File: config.mk
export PLATFORM = sky130hd
export DESIGN_NAME = scaled_time_of_day_clock
export DESIGN_NICKNAME = d
export VERILOG_FILES = /design/src/hdl/stdc_pkg.sv /design/src/hdl/stdc_alu.sv /design/src/hdl/stdc_query.sv /design/src/hdl/scaled_time_of_day_clock.sv
export SDC_FILE = /design/constraint.sdc
export NUM_CORES = 1
export LEC_CHECK = 0
export BUFFER_PORTS_ARGS = -buffer_cell sky130_fd_sc_hd__buf_2
export CORE_UTILIZATION = 41
export DETAILED_ROUTE_END_ITERATION = 8
export PLACE_DENSITY = 0.65
export SYNTH_ARGS = -nofsm -noshare
export SYNTH_HDL_FRONTEND = slang
export SYNTH_HIERARCHICAL = 1
export SYNTH_SLANG_ARGS = --single-unit
File: constraint.sdc
create_clock -name i_clk -period 9.4 [get_ports i_clk]
set_clock_uncertainty 0.05 [all_clocks]
set_input_delay 0 -clock i_clk [delete_from_list [all_inputs] [get_ports i_clk]]
set_output_delay 0 -clock i_clk [all_outputs]
set_load 0.02 [all_outputs]
File: src/hdl/stdc_pkg.sv
// shared types and constants for the scaled time-of-day clock
// no dependencies; imported by every module of the block
package stdc_pkg;

    localparam int MS_W      = 24;          // width of the ms_per_minute register
    localparam int REM_W     = MS_W + 1;    // partial remainder of the shared unit
    localparam int CFG_IDX_W = 2;
    localparam int HOUR_W    = 5;
    localparam int MINUTE_W  = 6;
    localparam int SECOND_W  = 16;
    localparam int ARG_W     = 8;
    localparam int UNTIL_W   = 14;

    localparam int MIN_PER_HOUR  = 60;
    localparam int HOURS_PER_DAY = 24;
    localparam int MIN_PER_DAY   = HOURS_PER_DAY * MIN_PER_HOUR;
    localparam int SKIP_MINUTES  = 8;
    localparam int RESET_HOUR    = 12;
    localparam int MS_RESET      = 1000;

    typedef enum logic [1:0] {
        OP_UPDATE  = 2'd0,
        OP_SET     = 2'd1,
        OP_STORE   = 2'd2,
        OP_RESTORE = 2'd3
    } t_opcode;

    localparam logic [CFG_IDX_W-1:0] CFG_MS_PER_MINUTE = 2'd0;
    localparam logic [CFG_IDX_W-1:0] CFG_FAST_MODE     = 2'd1;
    localparam logic [CFG_IDX_W-1:0] CFG_FREEZE_MODE   = 2'd2;

    typedef enum logic {
        ALU_HOLD  = 1'b0,   // compare and subtract the remainder as it is
        ALU_SHIFT = 1'b1    // shift in one dividend bit first (division step)
    } t_alu_mode;

    typedef struct packed {
        t_alu_mode        mode;
        logic [REM_W-1:0] rem;
        logic             bit_in;
        logic [MS_W-1:0]  divisor;
    } t_alu_req;

    typedef struct packed {
        logic [REM_W-1:0] rem;
        logic             q;
    } t_alu_rsp;

endpackage

File: src/hdl/stdc_alu.sv
// shared compare-and-subtract unit: one restoring division step or one modulo step
// depends on stdc_pkg
module stdc_alu (
    input  stdc_pkg::t_alu_req i_req,
    output stdc_pkg::t_alu_rsp o_rsp
);
    import stdc_pkg::*;

    logic [REM_W-1:0] w_trial;
    logic [REM_W-1:0] w_div;

    assign w_trial = (i_req.mode == ALU_SHIFT) ? {i_req.rem[REM_W-2:0], i_req.bit_in}
                                               : i_req.rem;
    assign w_div   = {1'b0, i_req.divisor};

    always_comb begin
        if (w_trial >= w_div) begin
            o_rsp.rem = w_trial - w_div;
            o_rsp.q   = 1'b1;
        end else begin
            o_rsp.rem = w_trial;
            o_rsp.q   = 1'b0;
        end
    end

endmodule

File: src/hdl/stdc_query.sv
// minutes-until and hour-range queries on the clock after an item
// depends on stdc_pkg
module stdc_query (
    input  logic [stdc_pkg::HOUR_W-1:0]   i_hour,
    input  logic [stdc_pkg::MINUTE_W-1:0] i_minute,
    input  logic [stdc_pkg::ARG_W-1:0]    i_arg_hour,
    input  logic [stdc_pkg::ARG_W-1:0]    i_arg_minute,
    input  logic [stdc_pkg::HOUR_W-1:0]   i_range_start,
    input  logic [stdc_pkg::HOUR_W-1:0]   i_range_end,
    output logic [stdc_pkg::UNTIL_W-1:0]  o_minutes_until,
    output logic                          o_in_range
);
    import stdc_pkg::*;

    logic [UNTIL_W-1:0] w_cur;
    logic [UNTIL_W-1:0] w_tgt;
    logic [UNTIL_W-1:0] w_tgt_adj;

    // times 60 as times 64 minus times 4
    assign w_cur = {3'b0, i_hour, 6'b0} - {7'b0, i_hour, 2'b0} + {8'b0, i_minute};
    assign w_tgt = {i_arg_hour, 6'b0} - {4'b0, i_arg_hour, 2'b0} + {6'b0, i_arg_minute};

    // target earlier today means tomorrow
    assign w_tgt_adj = (w_tgt < w_cur) ? w_tgt + UNTIL_W'(MIN_PER_DAY) : w_tgt;
    assign o_minutes_until = w_tgt_adj - w_cur;

    always_comb begin
        if (i_range_start > i_range_end) begin
            o_in_range = (i_hour >= i_range_start) || (i_hour < i_range_end);
        end else begin
            o_in_range = (i_hour >= i_range_start) && (i_hour < i_range_end);
        end
    end

endmodule

File: src/hdl/scaled_time_of_day_clock.sv
// top level of the scaled time-of-day clock: sequencer, clock state, output register
// depends on stdc_pkg, stdc_alu, stdc_query
//
// usage:
//   input channel: i_in_valid / o_in_stall with the opcode, timestamp and query fields;
//   a word is taken at a clock edge with i_in_valid high and o_in_stall low.
//   output channel: o_out_valid / i_out_stall, one result word per input word.
//   config port: i_cfg_we, i_cfg_index, i_cfg_data; write only while idle.
// sequence per opcode:
//   update   clock advance, then the restoring division over the timestamp width
//            when ms_per_minute is zero the division is skipped
//   set      modulo 60 and modulo 24 by repeated subtraction
//   store / restore  snapshot copy, no arithmetic
// throughput: one word at a time; the block takes the next word the cycle after the
//   result goes into the output register. the restoring division, one quotient bit
//   per cycle through the shared compare-subtract unit, runs only for an update.
// stall: a finished result waits in the output register; the sequencer holds its
//   last step until that register is free, so nothing is lost or doubled.
// reset: synchronous active low; clock returns to 12:00:00, day count and snapshot
//   clear, ms_per_minute to 1000, fast and freeze modes off.
module scaled_time_of_day_clock #(
    parameter int TIMESTAMP_WIDTH = 32,
    parameter int DAY_COUNT_WIDTH = 16
) (
    input  logic                              i_clk,
    input  logic                              i_rst_n,
    // config port
    input  logic                              i_cfg_we,
    input  logic [stdc_pkg::CFG_IDX_W-1:0]    i_cfg_index,
    input  logic [stdc_pkg::MS_W-1:0]         i_cfg_data,
    // input channel
    input  logic                              i_in_valid,
    output logic                              o_in_stall,
    input  logic [1:0]                        i_opcode,
    input  logic [TIMESTAMP_WIDTH-1:0]        i_now_ms,
    input  logic                              i_skip_pressed,
    input  logic [stdc_pkg::ARG_W-1:0]        i_arg_hour,
    input  logic [stdc_pkg::ARG_W-1:0]        i_arg_minute,
    input  logic [stdc_pkg::HOUR_W-1:0]       i_range_start_hour,
    input  logic [stdc_pkg::HOUR_W-1:0]       i_range_end_hour,
    // output channel
    output logic                              o_out_valid,
    input  logic                              i_out_stall,
    output logic [stdc_pkg::HOUR_W-1:0]       o_hour_now,
    output logic [stdc_pkg::MINUTE_W-1:0]     o_minute_now,
    output logic [stdc_pkg::SECOND_W-1:0]     o_second_now,
    output logic [DAY_COUNT_WIDTH-1:0]        o_days_elapsed,
    output logic [stdc_pkg::UNTIL_W-1:0]      o_minutes_until,
    output logic                              o_hour_in_range,
    output logic                              o_snapshot_valid
);
    import stdc_pkg::*;

    localparam int TW    = TIMESTAMP_WIDTH;
    localparam int EW    = TW + MS_W;           // wide enough to compare and add ms
    localparam int CNT_W = $clog2(TW + 1);

    typedef enum logic [2:0] {
        S_IDLE,
        S_EXEC,
        S_PREP,
        S_DIV,
        S_MOD60,
        S_MOD24,
        S_DONE
    } t_state;

    t_state r_state;

    // config registers
    logic [MS_W-1:0] r_ms;
    logic            r_fast;
    logic            r_freeze;

    // latched input word
    t_opcode             r_op;
    logic [TW-1:0]       r_now;
    logic                r_skip;
    logic [ARG_W-1:0]    r_arg_hour;
    logic [ARG_W-1:0]    r_arg_minute;
    logic [HOUR_W-1:0]   r_rs;
    logic [HOUR_W-1:0]   r_re;

    // clock state
    logic [HOUR_W-1:0]          r_hour;
    logic [MINUTE_W-1:0]        r_minute;
    logic [SECOND_W-1:0]        r_second;
    logic [TW-1:0]              r_last_tick;
    logic [DAY_COUNT_WIDTH-1:0] r_day;
    logic [HOUR_W-1:0]          r_saved_hour;
    logic [MINUTE_W-1:0]        r_saved_minute;
    logic [SECOND_W-1:0]        r_saved_second;
    logic                       r_saved_flag;

    // sequencer working registers
    logic [REM_W-1:0] r_rem;
    logic [TW-1:0]    r_dividend;
    logic [CNT_W-1:0] r_cnt;
    logic [2:0]       r_quo;

    // output register
    logic                       r_out_valid;
    logic [HOUR_W-1:0]          r_out_hour;
    logic [MINUTE_W-1:0]        r_out_minute;
    logic [SECOND_W-1:0]        r_out_second;
    logic [DAY_COUNT_WIDTH-1:0] r_out_day;
    logic [UNTIL_W-1:0]         r_out_until;
    logic                       r_out_in_range;
    logic                       r_out_saved;

    // update step next values
    logic [HOUR_W-1:0]          n_hour;
    logic [MINUTE_W-1:0]        n_minute;
    logic [TW-1:0]              n_last_tick;
    logic [DAY_COUNT_WIDTH-1:0] n_day;

    logic [TW-1:0]     w_elapsed_old;
    logic [TW-1:0]     w_elapsed_new;
    logic [EW-1:0]     w_tick_sum;
    logic [MINUTE_W:0] w_min_skip;
    logic [MINUTE_W:0] w_min_inc;
    logic [HOUR_W-1:0] w_hour_inc;
    logic              w_out_free;
    logic              w_in_accept;

    t_alu_req w_alu_req;
    t_alu_rsp w_alu_rsp;

    logic [UNTIL_W-1:0] w_until;
    logic               w_in_range;

    assign o_in_stall  = (r_state != S_IDLE);
    assign w_in_accept = i_in_valid && !o_in_stall;
    assign w_out_free  = !r_out_valid || !i_out_stall;

    assign w_elapsed_old = r_now - r_last_tick;
    assign w_elapsed_new = r_now - r_last_tick;   // read in S_PREP, after the update
    assign w_tick_sum    = {{MS_W{1'b0}}, r_last_tick} + {{TW{1'b0}}, r_ms};
    assign w_min_skip    = {1'b0, r_minute} + (MINUTE_W + 1)'(SKIP_MINUTES);
    assign w_min_inc     = {1'b0, r_minute} + 1'b1;
    // hour is always below 24 here, so a single compare wraps it
    assign w_hour_inc    = (r_hour == HOUR_W'(HOURS_PER_DAY - 1)) ? '0 : r_hour + 1'b1;

    // update opcode: skip over freeze over normal advance
    always_comb begin
        n_hour      = r_hour;
        n_minute    = r_minute;
        n_last_tick = r_last_tick;
        n_day       = r_day;
        if (r_skip) begin
            n_last_tick = r_now;
            if (w_min_skip >= (MINUTE_W + 1)'(MIN_PER_HOUR)) begin
                n_minute = '0;
                n_hour   = w_hour_inc;   // no day counted on a skip
            end else begin
                n_minute = w_min_skip[MINUTE_W-1:0];
            end
        end else if (r_freeze) begin
            n_last_tick = r_now;
        end else if (({{MS_W{1'b0}}, w_elapsed_old} > {{TW{1'b0}}, r_ms}) || r_fast) begin
            n_last_tick = r_fast ? r_now : w_tick_sum[TW-1:0];
            if (w_min_inc >= (MINUTE_W + 1)'(MIN_PER_HOUR)) begin
                n_minute = '0;
                n_hour   = w_hour_inc;
                if (r_hour == HOUR_W'(HOURS_PER_DAY - 1)) begin
                    n_day = r_day + 1'b1;
                end
            end else begin
                n_minute = w_min_inc[MINUTE_W-1:0];
            end
        end
    end

    // operand select for the shared unit
    always_comb begin
        w_alu_req.mode    = ALU_HOLD;
        w_alu_req.rem     = r_rem;
        w_alu_req.bit_in  = r_dividend[TW-1];
        w_alu_req.divisor = r_ms;
        case (r_state)
            S_DIV:   w_alu_req.mode    = ALU_SHIFT;
            S_MOD60: w_alu_req.divisor = MS_W'(MIN_PER_HOUR);
            S_MOD24: w_alu_req.divisor = MS_W'(HOURS_PER_DAY);
            default: w_alu_req.mode    = ALU_HOLD;
        endcase
    end

    stdc_alu u_alu (
        .i_req (w_alu_req),
        .o_rsp (w_alu_rsp)
    );

    stdc_query u_query (
        .i_hour          (r_hour),
        .i_minute        (r_minute),
        .i_arg_hour      (r_arg_hour),
        .i_arg_minute    (r_arg_minute),
        .i_range_start   (r_rs),
        .i_range_end     (r_re),
        .o_minutes_until (w_until),
        .o_in_range      (w_in_range)
    );

    // config writes, taken at any time
    always_ff @(posedge i_clk) begin
        if (!i_rst_n) begin
            r_ms     <= MS_W'(MS_RESET);
            r_fast   <= 1'b0;
            r_freeze <= 1'b0;
        end else if (i_cfg_we) begin
            unique case (i_cfg_index)
                CFG_MS_PER_MINUTE: r_ms     <= i_cfg_data;
                CFG_FAST_MODE:     r_fast   <= i_cfg_data[0];
                CFG_FREEZE_MODE:   r_freeze <= i_cfg_data[0];
                default:           r_ms     <= r_ms;
            endcase
        end
    end

    // latched input word, no reset needed
    always_ff @(posedge i_clk) begin
        if (w_in_accept) begin
            r_op         <= t_opcode'(i_opcode);
            r_now        <= i_now_ms;
            r_skip       <= i_skip_pressed;
            r_arg_hour   <= i_arg_hour;
            r_arg_minute <= i_arg_minute;
            r_rs         <= i_range_start_hour;
            r_re         <= i_range_end_hour;
        end
    end

    // sequencer, clock state and output register
    always_ff @(posedge i_clk) begin
        if (!i_rst_n) begin
            r_state        <= S_IDLE;
            r_hour         <= HOUR_W'(RESET_HOUR);
            r_minute       <= '0;
            r_second       <= '0;
            r_last_tick    <= '0;
            r_day          <= '0;
            r_saved_hour   <= '0;
            r_saved_minute <= '0;
            r_saved_second <= '0;
            r_saved_flag   <= 1'b0;
            r_out_valid    <= 1'b0;
        end else begin
            // drained word clears valid unless a new word is loaded this cycle
            if (o_out_valid && !i_out_stall && r_state != S_DONE) begin
                r_out_valid <= 1'b0;
            end
            unique case (r_state)
                S_IDLE: begin
                    if (w_in_accept) begin
                        r_state <= S_EXEC;
                    end
                end
                S_EXEC: begin
                    unique case (r_op)
                        OP_UPDATE: begin
                            r_hour      <= n_hour;
                            r_minute    <= n_minute;
                            r_last_tick <= n_last_tick;
                            r_day       <= n_day;
                            r_state     <= S_PREP;
                        end
                        OP_SET: begin
                            r_rem       <= {{(REM_W - ARG_W){1'b0}}, r_arg_minute};
                            r_quo       <= '0;
                            r_second    <= '0;
                            r_last_tick <= r_now;
                            r_state     <= S_MOD60;
                        end
                        OP_STORE: begin
                            r_saved_hour   <= r_hour;
                            r_saved_minute <= r_minute;
                            r_saved_second <= r_second;
                            r_saved_flag   <= 1'b1;
                            r_state        <= S_DONE;
                        end
                        OP_RESTORE: begin
                            r_hour   <= r_saved_hour;
                            r_minute <= r_saved_minute;
                            r_second <= r_saved_second;
                            r_state  <= S_DONE;
                        end
                        default: r_state <= S_DONE;
                    endcase
                end
                S_PREP: begin
                    // 60 * elapsed as 64x minus 4x, modulo the timestamp width
                    r_dividend <= {w_elapsed_new[TW-7:0], 6'b0}
                                - {w_elapsed_new[TW-3:0], 2'b0};
                    r_rem      <= '0;
                    r_cnt      <= CNT_W'(TW);
                    if (r_ms == '0) begin
                        r_second <= '0;
                        r_state  <= S_DONE;
                    end else begin
                        r_state  <= S_DIV;
                    end
                end
                S_DIV: begin
                    // one quotient bit a cycle; only the low bits of the quotient are kept
                    r_rem      <= w_alu_rsp.rem;
                    r_dividend <= {r_dividend[TW-2:0], 1'b0};
                    r_second   <= {r_second[SECOND_W-2:0], w_alu_rsp.q};
                    r_cnt      <= r_cnt - 1'b1;
                    if (r_cnt == CNT_W'(1)) begin
                        r_state <= S_DONE;
                    end
                end
                S_MOD60: begin
                    if (w_alu_rsp.q) begin
                        r_rem <= w_alu_rsp.rem;
                        r_quo <= r_quo + 1'b1;
                    end else begin
                        // minute settled, hour = (arg_hour + carry) modulo 256, then mod 24
                        r_minute <= r_rem[MINUTE_W-1:0];
                        r_rem    <= {{(REM_W - ARG_W){1'b0}},
                                     r_arg_hour + {{(ARG_W - 3){1'b0}}, r_quo}};
                        r_state  <= S_MOD24;
                    end
                end
                S_MOD24: begin
                    if (w_alu_rsp.q) begin
                        r_rem <= w_alu_rsp.rem;
                    end else begin
                        r_hour  <= r_rem[HOUR_W-1:0];
                        r_state <= S_DONE;
                    end
                end
                S_DONE: begin
                    // output payload, loaded as the word leaves the sequencer
                    if (w_out_free) begin
                        r_out_valid    <= 1'b1;
                        r_out_hour     <= r_hour;
                        r_out_minute   <= r_minute;
                        r_out_second   <= r_second;
                        r_out_day      <= r_day;
                        r_out_until    <= w_until;
                        r_out_in_range <= w_in_range;
                        r_out_saved    <= r_saved_flag;
                        r_state        <= S_IDLE;
                    end
                end
                default: r_state <= S_IDLE;
            endcase
        end
    end

    assign o_out_valid      = r_out_valid;
    assign o_hour_now       = r_out_hour;
    assign o_minute_now     = r_out_minute;
    assign o_second_now     = r_out_second;
    assign o_days_elapsed   = r_out_day;
    assign o_minutes_until  = r_out_until;
    assign o_hour_in_range  = r_out_in_range;
    assign o_snapshot_valid = r_out_saved;

`ifndef SYNTHESIS
    // a taken word keeps the block busy on the next cycle
    a_busy_after_accept: assert property (@(posedge i_clk) disable iff (!i_rst_n)
        w_in_accept |=> o_in_stall)
        else $error("input taken but block not busy");

    // a result word always carries a legal time of day
    a_legal_time: assert property (@(posedge i_clk) disable iff (!i_rst_n)
        o_out_valid |-> (o_hour_now < HOUR_W'(HOURS_PER_DAY))
                     && (o_minute_now < MINUTE_W'(MIN_PER_HOUR)))
        else $error("result time out of range");

    // the division never runs on a zero divisor
    a_div_nonzero: assert property (@(posedge i_clk) disable iff (!i_rst_n)
        (r_state == S_DIV) |-> (r_ms != '0))
        else $error("division with zero ms_per_minute");

    // a finished word reaches the output and the input reopens together
    a_done_handoff: assert property (@(posedge i_clk) disable iff (!i_rst_n)
        (r_state == S_DONE && w_out_free) |=> (o_out_valid && !o_in_stall))
        else $error("finished word not handed to the output");
`endif

endmodule
**After elaboration in Yosys (flattened, before gate mapping)**

Cells that the tools add are included.

- Register bits after elaboration: 319
- Bits of input ports: 92
- Word-level logic and storage cells: 176

- $add $sub $neg: 17
- Magnitude comparators: 8
- Equality and inequality tests: 30
- Mux-type cells: 51
- Bitwise operators: 2
- Reductions and logical operators: 36

Operator list:

| kind | number |
|---|---|
| two-way mux 32 bit | 4 |
| one-hot mux 32 bit (2 select lines) | 2 |
| one-hot mux 25 bit (5 select lines) | 1 |
| two-way mux 25 bit | 4 |
| subtractor 32 bit | 2 |
| one-hot mux 16 bit (3 select lines) | 1 |
| one-hot mux 24 bit (2 select lines) | 1 |
| two-way mux 6 bit | 6 |
| one-hot mux 6 bit (2 select lines) | 3 |
| two-way mux 5 bit | 7 |
| adder 32 x 24 -> 32 bit | 1 |
| greater-than comparator 32 x 24 -> 1 bit | 1 |
| one-hot mux 16 bit (2 select lines) | 1 |
| two-way mux 26 bit | 1 |
| greater-or-equal comparator 25 x 24 -> 1 bit | 1 |
| subtractor 25 x 24 -> 25 bit | 1 |
| logical NOT 24 bit | 1 |
| two-way mux 3 bit | 8 |
| one-hot mux 3 bit (7 select lines) | 1 |
| != test 4 bit (second input constant) | 5 |
| one-hot mux 5 bit (2 select lines) | 2 |
| != test 2 bit (second input constant) | 9 |
| adder 16 x 1 -> 16 bit (second input constant) | 1 |
| two-way mux 16 bit | 1 |
| other kinds (44) | 79 |

**Depth between registers and ports, before layout**

- Word-level depth: 8
- Mapped depth: 29
- Depth with buffers taken out: 28

**Cells and area by module**

Netlist, hierarchy kept.

By module, submodules not included:

| module | times used | cells an instance | area an instance (um2) | seq. area each (um2) |
|---|---|---|---|---|
| scaled_time_of_day_clock | 1 | 1,970 | 18,330.1 | 8,187.9 |
| stdc_query | 1 | 351 | 2,710.1 | 0.0 |
| stdc_alu | 1 | 281 | 2,147.1 | 0.0 |

**Worst setup path after synthesis**

No wires, ideal clock.

- Path kind: register to register
- Start: register r_state[1]
- End: register r_rem[0] (enable)
- Setup time: 407 ps
- Data arrival time: 5,688 ps
- Data required time: 8,943 ps
- Slack: 3,255 ps
- Stages on the path, launching flop included: 24
- Period minus slack after synthesis: 6,145 ps
- Cell sequence: dfxtp_1 > inv_1 > nor2_1 > nand2_1 > clkinv_1 > clkbuf_1 > clkbuf_1 > clkbuf_1 > clkbuf_1 > mux2_2 > ha_1 > buf_4 > and4_4 > nand3_2 > nor4_1 > and4bb_1 > a2111oi_4 > o31a_1 > buf_6 > inv_8 > buf_12 > nand2b_1 > a21oi_1 > nor2_1

RTL lines:

| what | RTL line | text |
|---|---|---|
| start, declared | scaled_time_of_day_clock.sv:68 | `t_state r_state;` |
| start signal, assigned | scaled_time_of_day_clock.sv:236 | `r_state <= S_IDLE;` |
| start signal, assigned | scaled_time_of_day_clock.sv:255 | `r_state <= S_EXEC;` |
| start signal, assigned | scaled_time_of_day_clock.sv:265 | `r_state <= S_PREP;` |
| end signal, assigned | scaled_time_of_day_clock.sv:268 | `r_rem <= {{(REM_W - ARG_W){1'b0}}, r_arg_minute};` |
| end signal, assigned | scaled_time_of_day_clock.sv:305 | `r_rem <= w_alu_rsp.rem;` |
| end signal, assigned | scaled_time_of_day_clock.sv:315 | `r_rem <= w_alu_rsp.rem;` |
| end, declared | scaled_time_of_day_clock.sv:96 | `logic [REM_W-1:0] r_rem;` |

==> metrics.csv <==
metric,value,unit
Most used DFF post-synth,edfxtp_1,
"IR drop worst, VDD",0.0002989,V
"FFs w/ async S/R, synth",0,
largest cells by area after synthesis,"edfxtp_1, dfxtp_1, ha_1",
unrepaired setup endpoints after global routing,no,
"Setup Fix Bufs, Post-CTS",0,
Cells after Synth,2602,
Die H,239.8,um
Synth Area per Inst,8.911,um2
#FFs+latches synth,317,
Worst Tran Pin Value,1203,ps
Worst path max stage delay,750,ps
Hold Buf Count CTS,115,
yosys warns,6,
I/O Pins,153,
Routed Antenna Nets,0,
clock buffer depth,3,
FF-to-FF setup slack,2580,ps
Initial DRC Count,1464,
initial core utilization,0.4176,
GPL Wtd Cong,0.9515,
Crit path max-delay family,compound AO/OA/AOI/OAI gates,
initial antenna violation count,0,
core area,0.05552,mm2
Area Growth Syn to Fin,16.95,%
min Tclk post-route,6825,ps
Wirelength per Cell,18.47,um
Synth area leader,edfxtp_1,
"most used cell, CP",nand2_1,
f_max,0.1465,GHz
Post-DP HPWL,48430,um
CTS sink count,317,
Ant. Diodes,0,
first-pass GRT wire length,105000,um
Power Density,433.5,mW/mm2
Worst Hold Class,primary input to flip-flop,
Nets,3117,
Hold Fails Final Rpt,0,
final period utilization,0.7260,
die area,0.05751,mm2
most frequent cell after synthesis,nand2_1,
CP Capture Type,flip-flop,
"Worst Path Class, Setup",flip-flop to flip-flop,
critical path data arrival time,7270,ps
post-synth top area share,0.2383,
post-DR vias/cell,5.757,
Synth Net Count,2904,
Total GRT Usage,0.2272,
count of final setup violators,0,
post_cts resized,0,
worst skew pair latency,600,ps
post-synth cell types,111,
"top cells by count, synth","nand2_1, ha_1, a21oi_1",
# fillers,5247,
number of synthesized flops with an enable pin,184,
root cell of the clock tree,clkbuf_16,
Worst path slowest cell,inv_2,
PortBufs,152,
sequential-to-total area share from yosys stat,0.3531,
grt total ovfl,0,
Setup TNS,0,ps
leak pwr,10.60,nW
DRT Pass-1 Iters,6,
CP startpoint kind,flip-flop,
crit path buf inv count,5,
Worst Path Required,9850,ps
fin. max-slew vios,0,
crit path cell chain,"inv_1, nor2_1, nand2_1, buf_4, inv_2, buf_4, mux2i_1, ha_1, nor2b_1, o21ai_0, a211o_1, nand2_1, a21oi_1, o31a_1, inv_8, or3_1, o21ai_0, nand2_1, a21o_1, or3_1, a21oi_1",
hold_ws,67.12,ps
CTS buffer count,39,
vias,20690,
# DRC,0,
share of cells above drive strength 1,0.1244,
WL final,66390,um
Slew headroom,0.1979,
vias in the first global route,19760,
status,"finished, final reports clean",
Core Rows,86,
H-tree depth,2,
largest net degree at the start of global routing,84,
CTS tree,built,
Max-Cap Viols,0,
Post-Syn Area,0.02319,mm2
Die W,239.8,um
Worst-path clk slew,60,ps
"critical path fanouts, max",43,
## worst reg2reg max path, stage by stage, from the launching register on
cell and delay (ps):
dfxtp_1 460, inv_1 180, nor2_1 270, nand2_1 90
buf_4 290, inv_2 770, buf_4 450, mux2i_1 400
ha_1 260, nor2b_1 70, o21ai_0 310, a211o_1 230
nand2_1 130, a21oi_1 440, o31a_1 550, inv_8 200
or3_1 550, o21ai_0 120, nand2_1 180, a21o_1 240
or3_1 350, a21oi_1 140
## cell usage in the layout (no fill, tap or decap), types with 39 or more instances in the layout
cell,instances
nand2_1,268
edfxtp_1,184
o21ai_0,125
nand3_1,58
xnor2_1,87
clkbuf_16,39
inv_1,188
buf_2,152
a211oi_1,61
ha_1,202
a21o_1,55
xor2_1,55
a21oi_1,197
dfxtp_1,133
nor3_1,53
nor2_1,191
dlygate4sd3_1,115
## sequential cells by signal, summed over array words and instances, names as in the netlist, 14 cells and up
| register | cells |
|---|---|
| r_last_tick | 32 |
| r_now | 32 |
| r_dividend | 30 |
| r_rem | 25 |
| r_ms | 24 |
| o_days_elapsed | 16 |
| o_second_now | 16 |
| r_day | 16 |
| r_saved_second | 16 |
| r_second | 16 |
| o_minutes_until | 14 |
## metal layers
layer	part of all wire	track usage	vias to the layer above
met5	0	0	-
li1	-	-	9996
met3	0.056	0.03019	114
met1	0.44	0.2961	9946
met2	0.48	0.3895	633
met4	0.024	0.06755	0
## power by group
group	switching [mW]	leakage (nW)	internal [mW]
Clock	0.670	0.699	1.01
Sequential	0.265	2.78	2.07
Combinational	4.58	7.12	3.16
Total	5.52	10.6	6.24
## area by class of cell
class | instances | area (um2) | area share
clock buffer | 48 | 1060 | 0.03908
clock inverter | 24 | 376.6 | 0.01389
inverter | 191 | 725.7 | 0.02676
multi-input combinational | 1982 | 13790 | 0.5086
sequential | 317 | 8188 | 0.3019
tap | 748 | 935.9 | 0.03451
timing repair buffer | 284 | 2039 | 0.07521
## cell families (layout without fill, tap and decap cells)
family,after synthesis,count (layout),share of synthesized area
flops,317,317,0.3531
simple gates,819,819,0.1727
buf+inv,303,547,0.05401
compound gates,743,743,0.2160
fa+ha+maj,211,211,0.1163
xor+xnor,145,145,0.05623
mux,64,64,0.03162
## final timing paths
check	startpoint	to	cells after the start
worst min register to register	r_saved_flag$_SDFFE_PN0P_	o_snapshot_valid$_DFFE_PP_	0
worst max register to register	r_state[1]$_SDFFE_PN0P_	r_minute[2]$_SDFFE_PN0P_	21
worst min-delay path	i_now_ms[14]	r_now[14]$_DFFE_PP_	2
worst max-delay path	r_state[1]$_SDFFE_PN0P_	r_minute[2]$_SDFFE_PN0P_	21
## per-stage QoR
step	cells	power, mW	utilization	instance area (um2)	worst slack (ps)
floorplan	2602	8.237	-	23190	3255
global placement	3407	9.799	0.4418	24530	2976
detailed placement	3407	9.920	0.4418	24530	2747
CTS	3594	11.70	0.4884	27120	2681
global route	3594	12.73	0.4884	27120	2158
finish	3594	11.76	0.4884	27120	2575
No activity file was read; power rests on OpenSTA's default activity.
